===== src/design/sms_pkg.sv =====
// Package for the SUSI master message serializer.
// Holds the transaction structs, item mode codes, CSR indexes, reset values and state type.
// No dependencies.
`default_nettype none

package sms_pkg;

   localparam int unsigned MSG_BITS  = 16;
   localparam int unsigned BIT_IDX_W = 4;
   localparam int unsigned CFG_W     = 8;
   localparam int unsigned CSR_IDX_W = 1;

   localparam logic MODE_ENQUEUE = 1'b0;
   localparam logic MODE_TICK    = 1'b1;

   localparam logic [CSR_IDX_W-1:0] CSR_MESSAGES_PER_SYNC = 1'd0;
   localparam logic [CSR_IDX_W-1:0] CSR_SYNC_GAP_TICKS    = 1'd1;

   localparam logic [CFG_W-1:0] MESSAGES_PER_SYNC_RESET = 8'd8;
   localparam logic [CFG_W-1:0] SYNC_GAP_TICKS_RESET    = 8'd1;

   localparam logic [BIT_IDX_W-1:0] LAST_BIT = 4'd15;

   typedef struct packed {
      logic       mode;
      logic [7:0] first_byte;
      logic [7:0] second_byte;
   } req_type;

   typedef struct packed {
      logic accepted;
      logic buffer_full;
      logic clock_line;
      logic data_line;
   } rsp_type;

   typedef enum logic {
      ST_IDLE,
      ST_READ
   } state_type;

endpackage

`default_nettype wire


===== src/design/sms_ram.sv =====
// Generic single-port-write, single-port-read RAM with registered read.
// No dependencies.
`default_nettype none

module sms_ram #(
   parameter int unsigned WIDTH = 16,
   parameter int unsigned DEPTH = 8
) (
   input  wire logic                                      clock,
   input  wire logic                                      wr_en,
   input  wire logic [(DEPTH > 1 ? $clog2(DEPTH) : 1)-1:0] wr_addr,
   input  wire logic [WIDTH-1:0]                          wr_data,
   input  wire logic                                      rd_en,
   input  wire logic [(DEPTH > 1 ? $clog2(DEPTH) : 1)-1:0] rd_addr,
   output logic      [WIDTH-1:0]                          rd_data
);

   logic [WIDTH-1:0] mem_ff [DEPTH];

   always_ff @(posedge clock) begin
      if (wr_en) begin
         mem_ff[wr_addr] <= wr_data;
      end
      if (rd_en) begin
         rd_data <= mem_ff[rd_addr];
      end
   end

endmodule

`default_nettype wire


===== src/design/susi_master_message_serializer.sv =====
// Top level of the SUSI master message serializer.
// Depends on sms_pkg and sms_ram.
//
// An enqueue transaction or a tick that falls in a sync gap or on a low phase is handled without a stall;
// its result strobes on rsp_valid in the next cycle and busy stays low. A tick on a high phase
// reads the current slot from the slot memory, whose read is registered, so it passes through
// ST_READ: busy is high for one cycle and the result strobes in the cycle after. Each result is
// shown for exactly one cycle and is not held; the receiver cannot stall. Configuration writes
// are always ready and take effect at once; issue them only while no transaction is in flight.
`default_nettype none

module susi_master_message_serializer #(
   parameter int unsigned SLOT_COUNT = 8
) (
   input  wire logic                              clock,
   input  wire logic                              reset,
   input  wire logic                              start,
   output logic                                   busy,
   input  wire sms_pkg::req_type                  req_payload,
   output logic                                   rsp_valid,
   output sms_pkg::rsp_type                       rsp_payload,
   input  wire logic                              csr_valid,
   output logic                                   csr_ready,
   input  wire logic [sms_pkg::CSR_IDX_W-1:0]     csr_index,
   input  wire logic [sms_pkg::CFG_W-1:0]         csr_data
);

   localparam int unsigned SLOT_W = (SLOT_COUNT > 1) ? $clog2(SLOT_COUNT) : 1;
   localparam logic [SLOT_W-1:0] LAST_SLOT = SLOT_W'(SLOT_COUNT - 1);

   sms_pkg::state_type state_ff, state_in;
   logic [SLOT_COUNT-1:0] pending_ff, pending_in;
   logic phase_high_ff, phase_high_in;
   logic [sms_pkg::BIT_IDX_W-1:0] bit_index_ff, bit_index_in;
   logic [SLOT_W-1:0] slot_index_ff, slot_index_in;
   logic [7:0] since_sync_ff, since_sync_in;
   logic [7:0] gap_left_ff, gap_left_in;
   logic clock_level_ff, clock_level_in;
   logic data_level_ff, data_level_in;
   logic [sms_pkg::CFG_W-1:0] msgs_per_sync_ff, msgs_per_sync_in;
   logic [sms_pkg::CFG_W-1:0] gap_ticks_ff, gap_ticks_in;
   logic rsp_valid_ff, rsp_valid_in;
   sms_pkg::rsp_type rsp_ff, rsp_in;

   logic accept;
   logic high_read;
   logic free_found;
   logic [SLOT_W-1:0] free_idx;
   logic [7:0] since_next;
   logic ram_wr_en;
   logic ram_rd_en;
   logic [sms_pkg::MSG_BITS-1:0] ram_rd_data;

   assign accept    = start && !busy;
   assign high_read = accept && (req_payload.mode == sms_pkg::MODE_TICK) &&
                      (gap_left_ff == 8'd0) && phase_high_ff;
   assign csr_ready = 1'b1;
   assign rsp_valid   = rsp_valid_ff;
   assign rsp_payload = rsp_ff;
   assign ram_wr_en   = accept && (req_payload.mode == sms_pkg::MODE_ENQUEUE) && free_found;

   sms_ram #(
      .WIDTH(sms_pkg::MSG_BITS),
      .DEPTH(SLOT_COUNT)
   ) u_slot_ram (
      .clock   (clock),
      .wr_en   (ram_wr_en),
      .wr_addr (free_idx),
      .wr_data ({req_payload.second_byte, req_payload.first_byte}),
      .rd_en   (ram_rd_en),
      .rd_addr (slot_index_ff),
      .rd_data (ram_rd_data)
   );

   always_comb begin
      free_found = 1'b0;
      free_idx   = '0;
      for (int i = SLOT_COUNT - 1; i >= 0; i--) begin
         if (!pending_ff[i]) begin
            free_found = 1'b1;
            free_idx   = SLOT_W'(i);
         end
      end
   end

   always_comb begin
      state_in = state_ff;
      case (state_ff)
         sms_pkg::ST_IDLE: begin
            if (high_read) begin
               state_in = sms_pkg::ST_READ;
            end
         end
         sms_pkg::ST_READ: state_in = sms_pkg::ST_IDLE;
         default:          state_in = sms_pkg::ST_IDLE;
      endcase
   end

   always_comb begin
      busy      = 1'b0;
      ram_rd_en = 1'b0;
      case (state_ff)
         sms_pkg::ST_IDLE: ram_rd_en = high_read;
         sms_pkg::ST_READ: busy = 1'b1;
         default:          busy = 1'b0;
      endcase
   end

   always_comb begin
      pending_in     = pending_ff;
      phase_high_in  = phase_high_ff;
      bit_index_in   = bit_index_ff;
      slot_index_in  = slot_index_ff;
      since_sync_in  = since_sync_ff;
      gap_left_in    = gap_left_ff;
      clock_level_in = clock_level_ff;
      data_level_in  = data_level_ff;
      msgs_per_sync_in = msgs_per_sync_ff;
      gap_ticks_in     = gap_ticks_ff;
      rsp_valid_in   = 1'b0;
      rsp_in         = rsp_ff;
      since_next     = since_sync_ff + 8'd1;

      if (csr_valid && csr_ready) begin
         case (csr_index)
            sms_pkg::CSR_MESSAGES_PER_SYNC: msgs_per_sync_in = csr_data;
            sms_pkg::CSR_SYNC_GAP_TICKS:    gap_ticks_in     = csr_data;
            default: ;
         endcase
      end

      if (state_ff == sms_pkg::ST_READ) begin
         data_level_in  = pending_ff[slot_index_ff] ? ram_rd_data[bit_index_ff] : 1'b0;
         clock_level_in = 1'b1;
         phase_high_in  = 1'b0;
         rsp_valid_in   = 1'b1;
         rsp_in         = '{accepted: 1'b0, buffer_full: 1'b0,
                            clock_line: 1'b1, data_line: data_level_in};
      end else if (accept) begin
         if (req_payload.mode == sms_pkg::MODE_ENQUEUE) begin
            if (free_found) begin
               pending_in[free_idx] = 1'b1;
            end
         end else if (gap_left_ff != 8'd0) begin
            gap_left_in = gap_left_ff - 8'd1;
         end else if (!phase_high_ff) begin
            bit_index_in = bit_index_ff + 1'b1;
            if (bit_index_ff == sms_pkg::LAST_BIT) begin
               pending_in[slot_index_ff] = 1'b0;
               slot_index_in = (slot_index_ff == LAST_SLOT) ? '0 : slot_index_ff + 1'b1;
               since_sync_in = since_next;
               if (since_next >= msgs_per_sync_ff) begin
                  since_sync_in = 8'd0;
                  gap_left_in   = gap_ticks_ff;
               end
            end
            clock_level_in = 1'b0;
            phase_high_in  = 1'b1;
         end
         rsp_valid_in = !high_read;
         rsp_in       = '{accepted: (req_payload.mode == sms_pkg::MODE_ENQUEUE) && free_found,
                          buffer_full: (req_payload.mode == sms_pkg::MODE_ENQUEUE) &&
                                       !free_found,
                          clock_line: clock_level_in, data_line: data_level_in};
      end
   end

   always_ff @(posedge clock) begin
      if (reset) begin
         state_ff         <= sms_pkg::ST_IDLE;
         pending_ff       <= '0;
         phase_high_ff    <= 1'b1;
         bit_index_ff     <= '0;
         slot_index_ff    <= '0;
         since_sync_ff    <= '0;
         gap_left_ff      <= '0;
         clock_level_ff   <= 1'b0;
         data_level_ff    <= 1'b0;
         msgs_per_sync_ff <= sms_pkg::MESSAGES_PER_SYNC_RESET;
         gap_ticks_ff     <= sms_pkg::SYNC_GAP_TICKS_RESET;
         rsp_valid_ff     <= 1'b0;
      end else begin
         state_ff         <= state_in;
         pending_ff       <= pending_in;
         phase_high_ff    <= phase_high_in;
         bit_index_ff     <= bit_index_in;
         slot_index_ff    <= slot_index_in;
         since_sync_ff    <= since_sync_in;
         gap_left_ff      <= gap_left_in;
         clock_level_ff   <= clock_level_in;
         data_level_ff    <= data_level_in;
         msgs_per_sync_ff <= msgs_per_sync_in;
         gap_ticks_ff     <= gap_ticks_in;
         rsp_valid_ff     <= rsp_valid_in;
      end
      rsp_ff <= rsp_in;
   end

   a_phase_vs_clock: assert property (@(posedge clock) disable iff (reset)
      phase_high_ff != clock_level_ff)
      else $error("phase and clock level out of step");

   a_read_follows_tick: assert property (@(posedge clock) disable iff (reset)
      state_ff == sms_pkg::ST_READ |-> $past(high_read))
      else $error("slot read without a high-phase tick");

   a_rsp_has_cause: assert property (@(posedge clock) disable iff (reset)
      rsp_valid_ff |-> ($past(accept) && !$past(high_read)) ||
                       $past(state_ff == sms_pkg::ST_READ))
      else $error("response without a transaction");

   a_rsp_exclusive: assert property (@(posedge clock) disable iff (reset)
      rsp_valid_ff |-> !(rsp_ff.accepted && rsp_ff.buffer_full))
      else $error("accepted and buffer full together");

   a_enqueue_sets_pending: assert property (@(posedge clock) disable iff (reset)
      ram_wr_en |=> pending_ff[$past(free_idx)])
      else $error("enqueued slot not marked pending");

endmodule

`default_nettype wire


===== config.mk =====
export PLATFORM = sky130hd
export DESIGN_NAME = susi_master_message_serializer
export DESIGN_NICKNAME = d
export VERILOG_FILES = /design/src/design/sms_pkg.sv /design/src/design/sms_ram.sv /design/src/design/susi_master_message_serializer.sv
export SDC_FILE = /design/constraint.sdc
export NUM_CORES = 1
export LEC_CHECK = 0
export BUFFER_PORTS_ARGS = -buffer_cell sky130_fd_sc_hd__buf_4
export CAP_MARGIN = 20
export CELL_PAD_IN_SITES_DETAIL_PLACEMENT = 1
export CELL_PAD_IN_SITES_GLOBAL_PLACEMENT = 1
export CORE_AREA = 2 2 186 188
export DETAILED_ROUTE_END_ITERATION = 8
export DIE_AREA = 0 0 188 190
export PLACE_DENSITY_LB_ADDON = 0.25
export SYNTH_ARGS = -nofsm -noshare
export SYNTH_HDL_FRONTEND = slang
export SYNTH_SLANG_ARGS = --single-unit

===== constraint.sdc =====
create_clock -name clock -period 3.29 [get_ports clock]
set_input_delay 0.658 -clock clock [delete_from_list [all_inputs] [get_ports clock]]
set_output_delay 0.658 -clock clock [all_outputs]
set_load 0.1 [all_outputs]

==> reports/results.txt, run 1 <==
Crit path top cell by count: and3_1
DRT antenna net count: 0
Most frequent cells in the layout: edfxtp_1 (145), buf_4 (56), dfxtp_1 (53)
Worst IR Drop VDD: 0.363 mV
Largest net degree at the start of global routing: 55
Drt drc: 0
Post-synthesis cell count: 627
Post-CTS Setup Repair Bufs: 0
Max FO, Critical Path: 9
Max Freq: 333 MHz
HP Class: in2reg
Most common cell after layout, fill and taps aside: edfxtp_1
Worst Hold Path Cells: 2
Antenna violations before repair: 0
CTS Buffer Depth: 2
Max-Cap Viols: 0
Max Slew Vio Count: 0
CP Data Required Time: 3.65 ns
Syn_area_per_cell: 13.3 µm²
Fin crit period: 3.00 ns
R2R depth: 9
Post-synthesis sequential area ratio: 65.2%
Final WS setup: 0.287 ns
Core box area: 0.0339 mm²
Mapped Nets: 671
Leak: 3.24 nW
Share of layout cells above drive strength 1: 19.1%
Setup TNS: 0 ns
CTS Buf Count: 17
Total Routing Usage GR: 12.8%
CTS Root Buffer Type: clkbuf_16
Post-Route WL: 21.8 mm
Finished Core Util: 28.8%
Worst-Margin Slew: 0.849 ns
Routed vias/inst: 4.70
Yosys Warn Count: 0
Status: finished clean
H-tree Lvls: 4
RSZ-0062 raised after global routing: no
CP Capture Type: register
# rows: 68
CTS tree: done
Yosys cell types: 66
Clk_skew: 0.00935 ns
CP max stage delay: 0.45 ns
Hold-fix buffers, CTS: 0
Mapped Area: 0.00836 mm²
CP bufs+invs: 0
Clock transition at the registers of the reported paths: 0.08 ns
Residual overflow from global routing: 0
Flops & latches, synth: 200
Post-Place Cells: 1105
Ports: 37
Power per Cell Area: 515 mW/mm²
Critical path's top delay family: simple AND/OR/NAND/NOR gates
Vias in the first global route: 5841
Synth async-reset ratio: 0%
# setup viols final: 0
CP Cell Sequence: and3_1 > and3_1 > xor2_1 > ha_1 > a211oi_1 > o21bai_2 > or2_0 > or4_1 > a21oi_1
Die area: 0.0357 mm²
# port buffers: 35
DP Worst Slack: 0.259 ns
Main synth FF type: edfxtp_1
Via Count: 5342
Number of synthesized flops with an enable pin: 145
Die H: 190 µm
# diodes: 0
Arr. time, crit path: 3.36 ns
Syn-to-layout area delta: 16.7%
Iter 0 DRT Violations: 359
Period Utilization, post-route: 91.3%
Fillers: 3691
Worst-skew pair later-pin latency: 0.44 ns
Clock sink total: 200
Worst setup SP type: register
First-pass GRT wire length: 34.6 mm
Die width: 188 µm
Fin nets: 713
RePlAce Congestion: 0.776
DRT Pass-1 Iters: 4
WL/cell: 19.2 µm
CP Class: reg2reg
Detail Placement HPWL: 14.2 mm
Post-Layout Cell Count: 1137
Initial Util: 24.6%
Worst slew margin: 43.2%
Slowest cell on crit path: or4_1
Critical path depth in cells: 9
Fin. Hold Viols: 0
Post_cts resized: 0
-- cell type report --
| class | count | area, µm² | area share [%] |
|---|---|---|---|
| well taps | 455 | 569 | 5.83 |
| repair buffers | 56 | 420 | 4.31 |
| clock inverters | 15 | 149 | 1.53 |
| inverters | 16 | 60.1 | 0.615 |
| multi-input cells | 378 | 2680 | 27.4 |
| flip-flops and latches | 200 | 5460 | 55.9 |
| clock buffers | 17 | 425 | 4.36 |
-- state kept, by name, summed over array words and instances (netlist names) --
| name | count |
|---|---|
| msgs_per_sync_ff | 8 |
| phase_high_ff | 1 |
| bit_index_ff | 4 |
| slot_index_ff | 3 |
| since_sync_ff | 8 |
| u_slot_ram.rd_data | 16 |
| rsp_payload | 4 |
| rsp_valid | 1 |
| u_slot_ram.mem_ff | 128 |
| data_level_ff | 1 |
| clock_level_ff | 1 |
| state_ff | 1 |
| pending_ff | 8 |
| gap_ticks_ff | 8 |
| gap_left_ff | 8 |
-- report_power, final --
group	switching, mW	leakage [nW]	internal, mW	total, mW
registers	0.0199	1.76	2.74	2.76
clock network	1.04	0.276	1.01	2.05
logic	0.147	1.20	0.0704	0.217
-- cell usage after synthesis (all sizes together), types with 8 or more instances --
library cell	count	area, µm²
nand3	27	135
clkbuf	16	73.8
a22oi	9	67.6
a21oi	38	190
edfxtp	145	4350
mux4	12	270
and3	14	87.6
mux2	16	180
nor2b	10	62.6
a31oi	8	65.1
inv	16	60.1
o21ai	23	119
dfxtp	55	1100
a221oi	12	111
buf	17	101
nor2	40	150
nand2	44	165
ha	14	175
nor3	17	106
mux2i	10	100
-- cell families (layout without fill, tap and decap cells) --
family / after synthesis / after routing / share of synthesized area [%]
other: 1 / 1 / 0.0449
DFF: 200 / 200 / 65.3
adders and majority gates: 14 / 14 / 2.10
and+or+nand+nor: 181 / 181 / 11.0
muxes: 38 / 38 / 6.58
buffers and inverters: 49 / 104 / 2.81
xor gates and xnor gates: 11 / 11 / 1.15
AOI/OAI and AO/OA: 133 / 133 / 11.0
-- worst paths after layout --
kind	startpoint	endpoint	slack, ns
worst max register to register	since_sync_ff[2]	since_sync_ff[4]	0.29
worst max-delay path	since_sync_ff[2]	since_sync_ff[4]	0.29
worst min register to register	msgs_per_sync_ff[4]	msgs_per_sync_ff[4]	0.46
worst min-delay path	csr_data[3]	msgs_per_sync_ff[3]	0.45
-- stage by stage --
stage	power, mW	cell area (µm²)	hold slack, ns
2_1_floorplan	2.94	8360	0.434
3_3_place_gp	3.03	9180	0.454
3_5_place_dp	3.03	9180	0.456
4_1_cts	5.11	9760	0.423
5_1_grt	5.22	9760	0.431
6_report	5.03	9760	0.450
-- metal layers --
layer	GRT usage [%]	wire (µm)	vias up
met5	0	0	-
met4	3.54	269	0
met3	2.49	652	21
met2	22.3	10900	73
met1	16.0	9960	2754
li1	-	-	2494
Power figures use the tool's default switching activity.
==> run 2: changes to the inputs <==
ABC_AREA = 1   (was not set)
CORE_AREA = 2 2 187 189   (was 2 2 186 188)
DIE_AREA = 0 0 189 191   (was 0 0 188 190)
==> reports/results.txt, run 2 <==
Most common cell after layout, fill and taps aside: nand2_1
Final WS setup: 0.827 ns
RePlAce Congestion: 0.769
Total Routing Usage GR: 12.7%
CTS tree: done
Leak: 3.60 nW
CTS Buf Count: 17
Clk_skew: 0.0108 ns
Mapped Area: 0.00841 mm²
First-pass GRT wire length: 34.5 mm
CP Data Required Time: 3.63 ns
Post-synthesis sequential area ratio: 64.9%
CP Capture Type: register
Initial Util: 24.6%
Post-Route WL: 22.1 mm
Max FO, Critical Path: 13
DP Worst Slack: 0.792 ns
WL/cell: 17.1 µm
RSZ-0062 raised after global routing: no
Die width: 189 µm
Power per Cell Area: 574 mW/mm²
Fin crit period: 2.46 ns
Fin nets: 868
Most frequent cells in the layout: nand2_1 (152), edfxtp_1 (145), nor2_1 (75)
Drt drc: 0
Detail Placement HPWL: 14.3 mm
Dominant cell by count in the synthesized netlist: nand2_1
H-tree Lvls: 4
Max Slew Vio Count: 0
Routed vias/inst: 4.43
Reg with most FFs: u_slot_ram.mem_ff
Most frequent cells after synthesis: nand2_1 (152), edfxtp_1 (145), nor2_1 (80)
Arr. time, crit path: 2.80 ns
Yosys Warn Count: 0
Residual overflow from global routing: 0
Synth async-reset ratio: 0%
Yosys cell types: 45
# rows: 68
Max-Cap Viols: 0
CTS Root Buffer Type: clkbuf_16
DRT antenna net count: 0
Hold-fix buffers, CTS: 0
Worst IR Drop VDD: 0.455 mV
CP Class: reg2reg
# port buffers: 35
Fin. Hold Viols: 0
R2R depth: 16
HP Class: in2reg
Share of layout cells above drive strength 1: 14.6%
Worst Hold Path Cells: 3
Antenna violations before repair: 0
Post-synthesis cell count: 778
Dominant cells by area after synthesis: edfxtp_1 (52%), dfxtp_1 (13%), nand2_1 (6.8%)
Syn_area_per_cell: 10.8 µm²
Iter 0 DRT Violations: 274
Largest net degree at the start of global routing: 32
Register Area: 0.00546 mm²
Worst slew margin: 50.0%
Post_cts resized: 0
WHS: 0.445 ns
Fillers: 3829
Post-CTS Setup Repair Bufs: 0
Worst setup SP type: register
CTS Buffer Depth: 2
Ports: 37
Status: finished clean
Multi-input logic area: 0.00254 mm²
Die area: 0.0361 mm²
Largest register FFs: 128
# setup viols final: 0
DRT Pass-1 Iters: 4
Main synth FF type: edfxtp_1
Syn-to-layout area delta: 17.1%
Worst-Margin Slew: 0.746 ns
Largest area contributor in the netlist: edfxtp_1
Die H: 191 µm
# diodes: 0
Top Registers: u_slot_ram.mem_ff: 128 flops, u_slot_ram.rd_data: 16 flops
Clock sink total: 200
Core box area: 0.0341 mm²
Clock transition at the registers of the reported paths: 0.07 ns
Vias in the first global route: 5849
Flops & latches, synth: 200
Setup TNS: 0 ns
Period Utilization, post-route: 74.9%
Max Freq: 406 MHz
Number of synthesized flops with an enable pin: 145
Worst-skew pair later-pin latency: 0.45 ns
Mapped Nets: 822
Via Count: 5723
Synth top area share: 51.8%
run 2: cell count changes after synthesis, moves of 12 or more:
cell,change
nand2_1,+108
inv_1,+53
nor2_1,+40
mux2_2,-16
a21oi_1,+12
mux4_2,-12
run 2: final timing paths:
path                    start              end  slack [ns]
min reg2reg    rsp_payload[3]   rsp_payload[3]        0.46
max reg2reg  since_sync_ff[0]   gap_left_ff[3]        0.83
max          since_sync_ff[0]   gap_left_ff[3]        0.83
min               csr_data[0]  gap_ticks_ff[0]        0.45
run 2: per-stage QoR:
stage	cell area, µm²	power, mW	utilization, %	instances
after floorplan	8410	3.46	-	778
after global placement	9270	3.65	27.2	1260
after detailed placement	9270	3.66	27.2	1260
after CTS	9850	5.74	28.9	1292
after global routing	9850	5.92	28.9	1292
final	9850	5.65	28.9	1292
run 2: cells by family (layout without fill, tap and decap cells):
kind of cell / Yosys count / count (layout) / synth area share (%)
xor gates and xnor gates: 10 / 10 / 1.04
DFF: 200 / 200 / 64.9
and+or+nand+nor: 308 / 308 / 16.1
AOI/OAI and AO/OA: 139 / 139 / 10.6
other: 1 / 1 / 0.0446
buffers and inverters: 106 / 165 / 5.31
adders and majority gates: 14 / 14 / 2.08
run 2: final cells by class:
class                      instances  area share, %
sequential                       200           55.4
multi-input combinational        472           25.8
tap                              455           5.78
clock buffer                      17           4.32
timing repair buffer              53           4.04
inverter                          80           3.05
clock inverter                    15           1.58
run 2: critical path, cell delays in order, from the launching register on:
cell and delay, ns:
dfxtp_1 0.41, nand3_1 0.13, inv_1 0.07, nand3_1 0.09, nor2_1 0.10, nand2_1 0.06, xor2_1 0.18, ha_1 0.28
a21oi_1 0.17, o21a_1 0.14, nand2_1 0.10, nand2_1 0.09, nand2_2 0.17, nand2_1 0.19, nand2_1 0.07, nand2_1 0.05
nor2_1 0.04
run 2: where the power goes:
part	total [mW]	internal (mW)	leakage (nW)	switching [mW]
combinational	0.743	0.230	1.56	0.513
clock	2.06	1.01	0.282	1.05
sequential	2.84	2.80	1.76	0.0471
total	5.65	4.04	3.60	1.61
run 2: layer usage:
metal	global-route usage [%]	routed length [µm]	vias to the layer above
li1	-	-	2800
met2	21.7	10600	82
met1	16.5	10300	2820
met3	2.24	828	21
met4	3.73	342	0
met5	0	0	-
==> run 3: changes to the inputs <==
clock period = 2.4 ns   (was 3.29 ns; I/O delays follow)
==> reports/results.txt, run 3 (synthesis gave the netlist of run 2 again) <==
# setup viols final: 0
WHS: 0.265 ns
Clk pwr share: 36.6%
CP Class: reg2reg
Clock sink total: 200
RePlAce Congestion: 0.734
Top Registers: u_slot_ram.mem_ff: 128 flops, u_slot_ram.rd_data: 16 flops
Most common cell after layout, fill and taps aside: nand2_1
WL/cell: 16.9 µm
Share of layout cells above drive strength 1: 18.5%
Combinational share of power: 14.4%
Worst setup SP type: register
Period Utilization, post-route: 93.1%
Ports: 37
Iter 0 DRT Violations: 252
Worst IR Drop VDD: 0.534 mV
Clock transition at the registers of the reported paths: 0.09 ns
Crit path top cell by count: nand2_1
CP Cell Sequence: nand3_4 > inv_2 > nand3_2 > nor2_1 > nand2_1 > xor2_2 > ha_1 > a21oi_2 > o21a_1 > nand2_2 > buf_6 > nor2_4 > nand2_1 > a21oi_1
Initial Util: 24.6%
Antenna violations before repair: 0
Vias in the first global route: 5880
Routed vias/inst: 4.35
Residual overflow from global routing: 0
Fillers: 3840
Internal power: 5.66 mW
Total Routing Usage GR: 12.9%
DRT Pass-1 Iters: 4
DRT antenna net count: 0
Fin nets: 887
Fin. Hold Viols: 0
# diodes: 0
Drt drc: 0
Max FO, Critical Path: 8
Status: finished clean
Via Count: 5698
Power per Cell Area: 781 mW/mm²
Arr. time, crit path: 2.59 ns
Worst-skew pair later-pin latency: 0.45 ns
Clk_skew: 0.0201 ns
First-pass GRT wire length: 34.7 mm
Finished Core Util: 29.8%
HP Class: in2reg
Core box area: 0.0341 mm²
CP Data Required Time: 2.76 ns
Max Freq: 448 MHz
P_sw: 2.29 mW
Syn-to-layout area delta: 21.0%
Worst slew margin: 55.7%
Fin crit period: 2.23 ns
CTS Root Buffer Type: clkbuf_16
Max Slew Vio Count: 0
Slowest cell on crit path: dfxtp_4
CTS tree: done
RSZ-0062 raised after global routing: yes
Leak: 3.73 nW
Worst-Margin Slew: 0.662 ns
H-tree Lvls: 4
# port buffers: 35
Die width: 189 µm
Reg with most FFs: u_slot_ram.mem_ff
CP Capture Type: register
CTS Buffer Depth: 2
# rows: 68
Max-Cap Viols: 0
Largest register FFs: 128
CTS Buf Count: 17
Die H: 191 µm
CP max stage delay: 0.37 ns
Detail Placement HPWL: 14.7 mm
Die area: 0.0361 mm²
Most frequent cells in the layout: nand2_1 (148), edfxtp_1 (145), nor2_1 (74)
Post-Route WL: 22.2 mm
Sequential Power Share: 49.0%
Switching share of power: 28.8%
Largest net degree at the start of global routing: 37
## run 3: per-stage QoR
stage	setup slack (ns)	power [mW]	instances	area (µm²)	setup TNS, ns
floorplan	-0.306	4.75	778	8430	-15.55
global placement	0.124	5.08	1274	9450	0
detailed placement	0.0252	5.09	1274	9450	0
CTS	0.0749	8.02	1306	10100	0
global route	-0.0306	8.34	1311	10200	-0.122
finish	0.166	7.95	1311	10200	0
## run 3: metal layers
| layer | GRT usage, % | vias up | wire length (µm) |
|---|---|---|---|
| li1 | - | 2835 | - |
| met3 | 2.48 | 6 | 1010 |
| met1 | 17.1 | 2776 | 10500 |
| met4 | 3.34 | 0 | 129 |
| met2 | 21.5 | 81 | 10500 |
| met5 | 0 | - | 0 |
## run 3: power by group through the flow
stage / Combinational (mW) / Sequential [mW] / Clock, mW
after global routing: 1.31 / 3.91 / 3.13
final: 1.15 / 3.89 / 2.91
after floorplan: 0.703 / 4.04 / 0
after global placement: 1.10 / 3.98 / 0
after CTS: 1.11 / 3.90 / 3.00
after detailed placement: 1.11 / 3.98 / 0
## run 3: path summary, 6_finish.rpt
| kind | startpoint | to | slack (ns) | cells after the start |
|---|---|---|---|---|
| worst max register to register | since_sync_ff[2] | since_sync_ff[2] | 0.17 | 14 |
| worst min register to register | rsp_payload[3] | rsp_payload[3] | 0.47 | 2 |
| worst min-delay path | req_payload[7] | u_slot_ram.mem_ff[7][15] | 0.27 | 1 |
| worst max-delay path | since_sync_ff[2] | since_sync_ff[2] | 0.17 | 14 |
## run 3: area by class of cell
| type | count | area [µm²] | share of cell area, % |
|---|---|---|---|
| flip-flops and latches | 200 | 5470 | 53.7 |
| multi-input cells | 472 | 2630 | 25.9 |
| repair buffers | 72 | 602 | 5.91 |
| well taps | 455 | 569 | 5.59 |
| clock buffers | 18 | 429 | 4.22 |
| inverters | 80 | 300 | 2.95 |
| clock inverters | 14 | 176 | 1.73 |
## run 3: what timing repair did
item / in CTS / in global routing
endpoints found under the setup margin: 4 / 16
pin swaps: 0 / 14
cloned: 0 / 0
gates resized for setup: 1 / 24
setup buffers: 0 / 5
hold buffers: 0 / 0
## run 3: worst max-delay path: cells and delay by family (launching register included)
kind / cells / cell delay (ns)
DFF: 1 / 0.37
and+or+nand+nor: 7 / 0.69
xor gates and xnor gates: 1 / 0.19
adders and majority gates: 1 / 0.34
AOI/OAI and AO/OA: 3 / 0.40
buffers and inverters: 2 / 0.17
